## src/occ_pkg.sv

```systemverilog
// Shared types, constants and the divider step function for the occupancy checker.
package occ_pkg;

  // Divider geometry: 26-bit unsigned words, two quotient bits per stage
  localparam int DIV_W      = 26;
  localparam int DIV_BPS    = 2;
  localparam int DIV_STAGES = DIV_W / DIV_BPS;
  localparam int REM_W      = DIV_W + 1;

  // Configuration register indexes
  localparam logic [2:0] REG_WARP_SIZE   = 3'd0;
  localparam logic [2:0] REG_MAX_WARPS   = 3'd1;
  localparam logic [2:0] REG_GRANULE     = 3'd2;
  localparam logic [2:0] REG_SHARED_SIZE = 3'd3;
  localparam logic [2:0] REG_CORE_COUNT  = 3'd4;

  // Granule used when the granule register holds zero
  localparam logic [12:0] DEFAULT_GRANULE = 13'd64;

  typedef logic [DIV_W-1:0] div_word_t;

  typedef struct packed {
    logic [REM_W-1:0] rem;
    div_word_t        dq;   // dividend shifting out, quotient shifting in
    div_word_t        dvs;
  } div_stage_t;

  // Two restoring-division steps
  function automatic div_stage_t div_step(input div_stage_t s);
    div_stage_t       t;
    logic [REM_W-1:0] r;
    t = s;
    for (int k = 0; k < DIV_BPS; k++) begin
      r    = {t.rem[REM_W-2:0], t.dq[DIV_W-1]};
      t.dq = {t.dq[DIV_W-2:0], 1'b0};
      if (r >= {1'b0, t.dvs}) begin
        r       = r - {1'b0, t.dvs};
        t.dq[0] = 1'b1;
      end
      t.rem = r;
    end
    return t;
  endfunction

endpackage

```

## src/occ_div.sv

```systemverilog
// Pipelined unsigned divider, two quotient bits per stage.
module occ_div (
  input  logic              clk,
  input  logic              rst_n,
  input  logic              in_vld,
  input  occ_pkg::div_word_t in_dividend,
  input  occ_pkg::div_word_t in_divisor,
  output logic              out_vld,
  output occ_pkg::div_word_t out_quot,
  output occ_pkg::div_word_t out_rem
);
  import occ_pkg::*;

  div_stage_t stage_r [DIV_STAGES];
  logic       vld_r   [DIV_STAGES];
  div_stage_t init;

  assign init = '{rem: '0, dq: in_dividend, dvs: in_divisor};

  // datapath stages
  always_ff @(posedge clk) begin
    stage_r[0] <= div_step(init);
    for (int i = 1; i < DIV_STAGES; i++) begin
      stage_r[i] <= div_step(stage_r[i-1]);
    end
  end

  // valid line
  always_ff @(posedge clk) begin
    if (!rst_n) begin
      for (int i = 0; i < DIV_STAGES; i++) vld_r[i] <= 1'b0;
    end else begin
      vld_r[0] <= in_vld;
      for (int i = 1; i < DIV_STAGES; i++) vld_r[i] <= vld_r[i-1];
    end
  end

  assign out_vld  = vld_r[DIV_STAGES-1];
  assign out_quot = stage_r[DIV_STAGES-1].dq;
  assign out_rem  = stage_r[DIV_STAGES-1].rem[DIV_W-1:0];

endmodule

```

## config.mk

```make
export PLATFORM = sky130hd
export DESIGN_NAME = occ_div
export DESIGN_NICKNAME = d
export VERILOG_FILES = /design/src/occ_pkg.sv /design/src/occ_div.sv
export SDC_FILE = /design/constraint.sdc
export NUM_CORES = 2
export LEC_CHECK = 0
export BUFFER_PORTS_ARGS = -buffer_cell sky130_fd_sc_hd__buf_2
export CAP_MARGIN = 15
export CORE_ASPECT_RATIO = 1.4
export CORE_MARGIN = 1.5
export CORE_UTILIZATION = 45
export CTS_CLUSTER_DIAMETER = 50
export DETAILED_ROUTE_END_ITERATION = 10
export PLACE_DENSITY = 0.68
export SLEW_MARGIN = 30
export SYNTH_ARGS = -nofsm -noshare
export SYNTH_HDL_FRONTEND = slang
export SYNTH_SLANG_ARGS = --single-unit
```

## constraint.sdc

```tcl
create_clock -name clk -period 14.65 [get_ports clk]
set_clock_uncertainty 0.05 [all_clocks]
set_input_delay 2.1975 -clock clk [delete_from_list [all_inputs] [get_ports clk]]
set_output_delay 2.1975 -clock clk [all_outputs]
set_load 0.01 [all_outputs]
```

* Word-level counts from Yosys, hierarchy flattened
Memory sizes are Yosys's and may differ from the RTL's.
Cells that the tools add are included.
Widths: inputs -> output; s select.
** Word-level totals
- Register bits after elaboration :: 0
- Memory bits (writable) :: 1040
- Output and inout bits :: 53
- Memories :: 2
** Memory list
- stage_r :: words 13, width 79, rd ports 13, clocked after Yosys merged registers in 0, wr ports 13, line occ_div.sv:14 : div_stage_t stage_r [DIV_STAGES];
- vld_r :: words 13, width 1, rd ports 13, clocked after Yosys merged registers in 0, wr ports 13, line occ_div.sv:15 : logic vld_r [DIV_STAGES];
** Operators by class
- $add $sub $neg :: 26
- $lt $le $gt $ge :: 26
- Mux-type cells :: 67
- Bitwise operators :: 13
** Operators by type and width (number)
- $ge 27x26->1 :: 25
- $mux 27 :: 13
- $sub 27x26->27 :: 13
- $mux 26 :: 13
- $sub 26x26->26 :: 12
- $mux 1 :: 41
- $ge 1x26->1 :: 1
- $sub 1x26->26 :: 1
- $or 1x1->1 :: 13

* Logic depth before layout (Yosys ltp)
An unclocked memory read counts as a cell.
- Depth in word-level cells :: 5
- Gate-level depth with buffers :: 29

* Worst setup path before layout
No wires, ideal clock.
- Path kind :: input -> register
- From :: input in_dividend[25]
- To :: memory stage_r[0][56] in the netlist's numbering
- Setup time :: 128 ps
- Arrival time :: 6168 ps
- Path slack :: 8305 ps
- Stages :: 19
- Buffers on the path :: 2
- Cells stage by stage :: inv_1 -> ha_1 -> inv_1 -> ha_1 -> a21oi_1 -> nor4_1 -> mux2i_1 -> ha_1 -> nor2b_1 -> o21ai_0 -> a21boi_0 -> o2111ai_1 -> a31oi_1 -> a21bo_2 -> a221o_1 -> o32ai_1 -> clkbuf_1 -> buf_1 -> nor2_1
** RTL lines
- start, declared :: line occ_div.sv:6 : input occ_pkg::div_word_t in_dividend,
- end, declared :: line occ_div.sv:14

==> impl_metrics.tcl <==
set metrics [dict create \
    mappedNetlistArea_um2 60600 \
    flow.area_growth_from_synthesis_pct 10.0 \
    finish.net_count 7573 \
    worstPathRequired_ps 15220 \
    fp.dieArea_um2 137000 \
    tritoncts "yes" \
    irDropWorstVdd_uv 125 \
    portBuffers 107 \
    cp-endpoint "stage_r[0][545]" \
    synth-seq-area-share_pct 33.1 \
    ys_async_sr_fraction_pct 0 \
    clk_pin_slew_ps 60 \
    path_max_fanout 35 \
    setup_slack_at_placement_ps 7410 \
    routed_wire_length_per_instance_um 20.3 \
    synth_top_cell_area_share_pct 33.1 \
    p_int_w 0.00654 \
    netlist.top_cell.by_area "dfxtp_1" \
    power.clock.fraction_pct 29.4 \
    setup_viol 0 \
    final_clock_period_utilization_by_the_worst_path_pct 50.2 \
    syn_nets 7506 \
    outcome "complete, no violations" \
    remaining_drc_errors 0 \
    unrepaired_setup_endpoints_after_global_routing "no" \
    clock_tree.buffer_depth 3 \
    worstReg2RegStart "stage_r[0][396]" \
    fp.dieH_um 437 \
    ioPinCount 108 \
    criticalPathCategory "reg -> reg" \
    postLayoutSetupSlackWorst_ps 7300 \
    grt_use_total_pct 25.1 \
    worst_margin_slew_ps 1120 \
    hp-start "stage_r[1][272]" \
    critPathLaunchType "flip-flop" \
    postSynthCellCount 6774 \
    initial_core_util_pct 45.2 \
    drt_iter0_markers 2845 \
    grt_pass1_vias 49600 \
    yosys-top-cells-count "1,001 x dfxtp_1, 652 x ha_1, 558 x a21oi_1" \
    hold_removal_path_class "reg -> reg" \
    switching_power_as_a_share_of_total_power_pct 35.9 \
    detail_route.vias_per_cell 5.67 \
    power_density_relative_to_cell_area_nw_per_um2 153 \
    fp.dieW_um 313 \
    max_clock_freq_mhz 136 \
    yosysMostFrequentCell "dfxtp_1" \
    drt.antenna.violating_nets 0 \
    final_layout_size_suffix_gt1_share_pct 11.3 \
    ff2ff_path_depth 24 \
    worst_slew_margin_rel_pct 24.4 \
    yosys_most_used_dff "dfxtp_1" \
    worst_skew_pair.late_latency_ps 760 \
    ff2ff_setup_slack_ps 7300 \
    detailedRoute.firstPassIterationCount 6 \
    synth.area.top_cells "dfxtp_1 33%, ha_1 13%, mux2_2 6.5%" \
    timing_hold_violations_final 0 \
    final_period_minus_worst_setup_slack_ps 7350 \
    via_count 49500 \
    hold_buffers 0 \
    clock-root-buffer "clkbuf_16" \
    ys_types 102 \
    initial_antenna_violation_count 11 \
    count_of_flip_flops_with_a_built_in_enable_after_synthesis 0 \
    p_leak_nw 31.2 \
    pwr-share-comb_pct 39.8 \
    post-cts-setup-buffer-count 0 \
    crit_arrival_ps 7920 \
    timing.final.max_slew_violations 0 \
    seq_power_share_pct 30.8 \
    setup_total_negative_slack_ps 0 \
    critical_path.startpoint "stage_r[0][396]" \
    first_pass_grt_wire_length_mm 270 \
    global_route.overflow_total 0 \
    syn_area_per_cell_um2 8.94 \
    weighted_congestion_at_the_end_of_routability_driven_global_placement 1.01 \
    power.switching_w 0.00366 \
    cap_violations 0 \
    dpl.hpwl_mm 145 \
    pin_count_of_the_biggest_net_entering_global_routing 44 \
    wirelength_mm 177 \
    critical_path.reg2reg.endpoint "stage_r[0][545]" \
    clkSinkCount 1001 \
    std_cell_rows 159 \
    dp_cells 8495 \
    cts.htree.levels 3 \
    ctsResizeCount 0 \
    end_kind "flip-flop" \
    ys_seq_elements 1001 \
    cts_inserted_buffers 115 \
    core_area_um2 134000 \
    layoutNonFillerInstCount 8719 \
    yosysWarningCount 0 \
]
-- state kept, by name, summed over array words and instances (netlist names) --
name	flops
stage_r	988
vld_r	13
-- placed cells by master (no fill, tap or decap), types with 21 or more instances in the layout --
cell type  count
a21o_1       277
and2_1        68
a211o_1       28
o31ai_1       51
nand3_1      120
mux2_2       347
o21a_1       122
o211ai_1      35
o31a_1        34
nor2b_1       74
a21oi_1      557
a21boi_0      21
a31oi_1       62
and3_1        61
fa_1          25
o21ai_0      412
mux2i_1       40
nor2_1       388
nor3_1       118
nand2_1      426
buf_2        107
a211oi_1      54
inv_1        529
nand4_1       81
or3_1         24
buf_4         23
xor2_1       170
ha_1         652
clkbuf_16    116
o21bai_1      59
or2_2         24
nor4_1        24
nand2b_1      68
xnor2_1      330
dfxtp_1     1001
-- power by group through the flow --
stage          clock, W  combinational (W)  sequential, W
2_1_floorplan         0            0.00327        0.00311
3_3_place_gp          0            0.00396        0.00320
3_5_place_dp          0            0.00400        0.00320
4_1_cts         0.00308            0.00403        0.00314
5_1_grt         0.00318            0.00450        0.00315
6_report        0.00300            0.00406        0.00314
-- cell type report --
type | instances | area (µm²)
timing repair buffer | 131 | 719
fill | 12500 | 67300
clock inverter | 85 | 1010
tap | 1771 | 2220
clock buffer | 133 | 3040
antenna | 6 | 15.0
inverter | 535 | 2010
multi-input combinational | 5057 | 37600
sequential | 1001 | 20000
-- stage by stage --
step	hold slack, ps	instance area [µm²]	power [W]	utilization [%]
2_1_floorplan	260	60600	0.00638	-
3_3_place_gp	260	62500	0.00715	46.7
3_5_place_dp	262	62600	0.00720	46.7
4_1_cts	268	66600	0.0103	49.7
5_1_grt	271	66600	0.0108	49.8
6_report	268	66600	0.0102	49.8
-- worst min path at each step --
stage / depth (start not counted) / endpoint
floorplan: 0 / stage_r[0][107]
global placement: 0 / stage_r[0][272]
detailed placement: 0 / stage_r[0][273]
CTS: 0 / stage_r[1][270]
global route: 0 / stage_r[1][353]
finish: 0 / stage_r[1][353]
-- worst max-delay path: stages, from the launching register on --
cell and delay, ps:
dfxtp_1 380, inv_1 110, ha_1 310, nor2b_1 200, o2111ai_1 160, a31oi_1 770
nand4_1 170, a31oi_1 360, nor3_1 120, or2_2 450, inv_1 100, buf_4 360
mux2_2 410, ha_1 320, a21o_1 170, a21o_1 190, a21o_1 210, a221o_1 360
nor3_1 490, o31ai_1 200, a221oi_1 460, o211ai_2 140, buf_4 280, and2_0 190
a221o_1 250
-- per-layer routing --
metal	wire length, µm	share of wire (%)	global-route usage, %
met1	61500	35	23.4
met2	92900	52	48.1
met3	5900	3.3	3.00
met4	16700	9.4	21.4
met5	0	0	0
-- cells by family after synthesis --
logic type,after synthesis,synth area share (%)
AOI/OAI and AO/OA,1937,20.8
adders and majority gates,677,14.3
xor gates and xnor gates,501,7.24
buffers and inverters,716,4.98
DFF,1001,33.1
and+or+nand+nor,1551,12.4
muxes,391,7.19
Note: power is estimated with default switching activity, not from simulation.
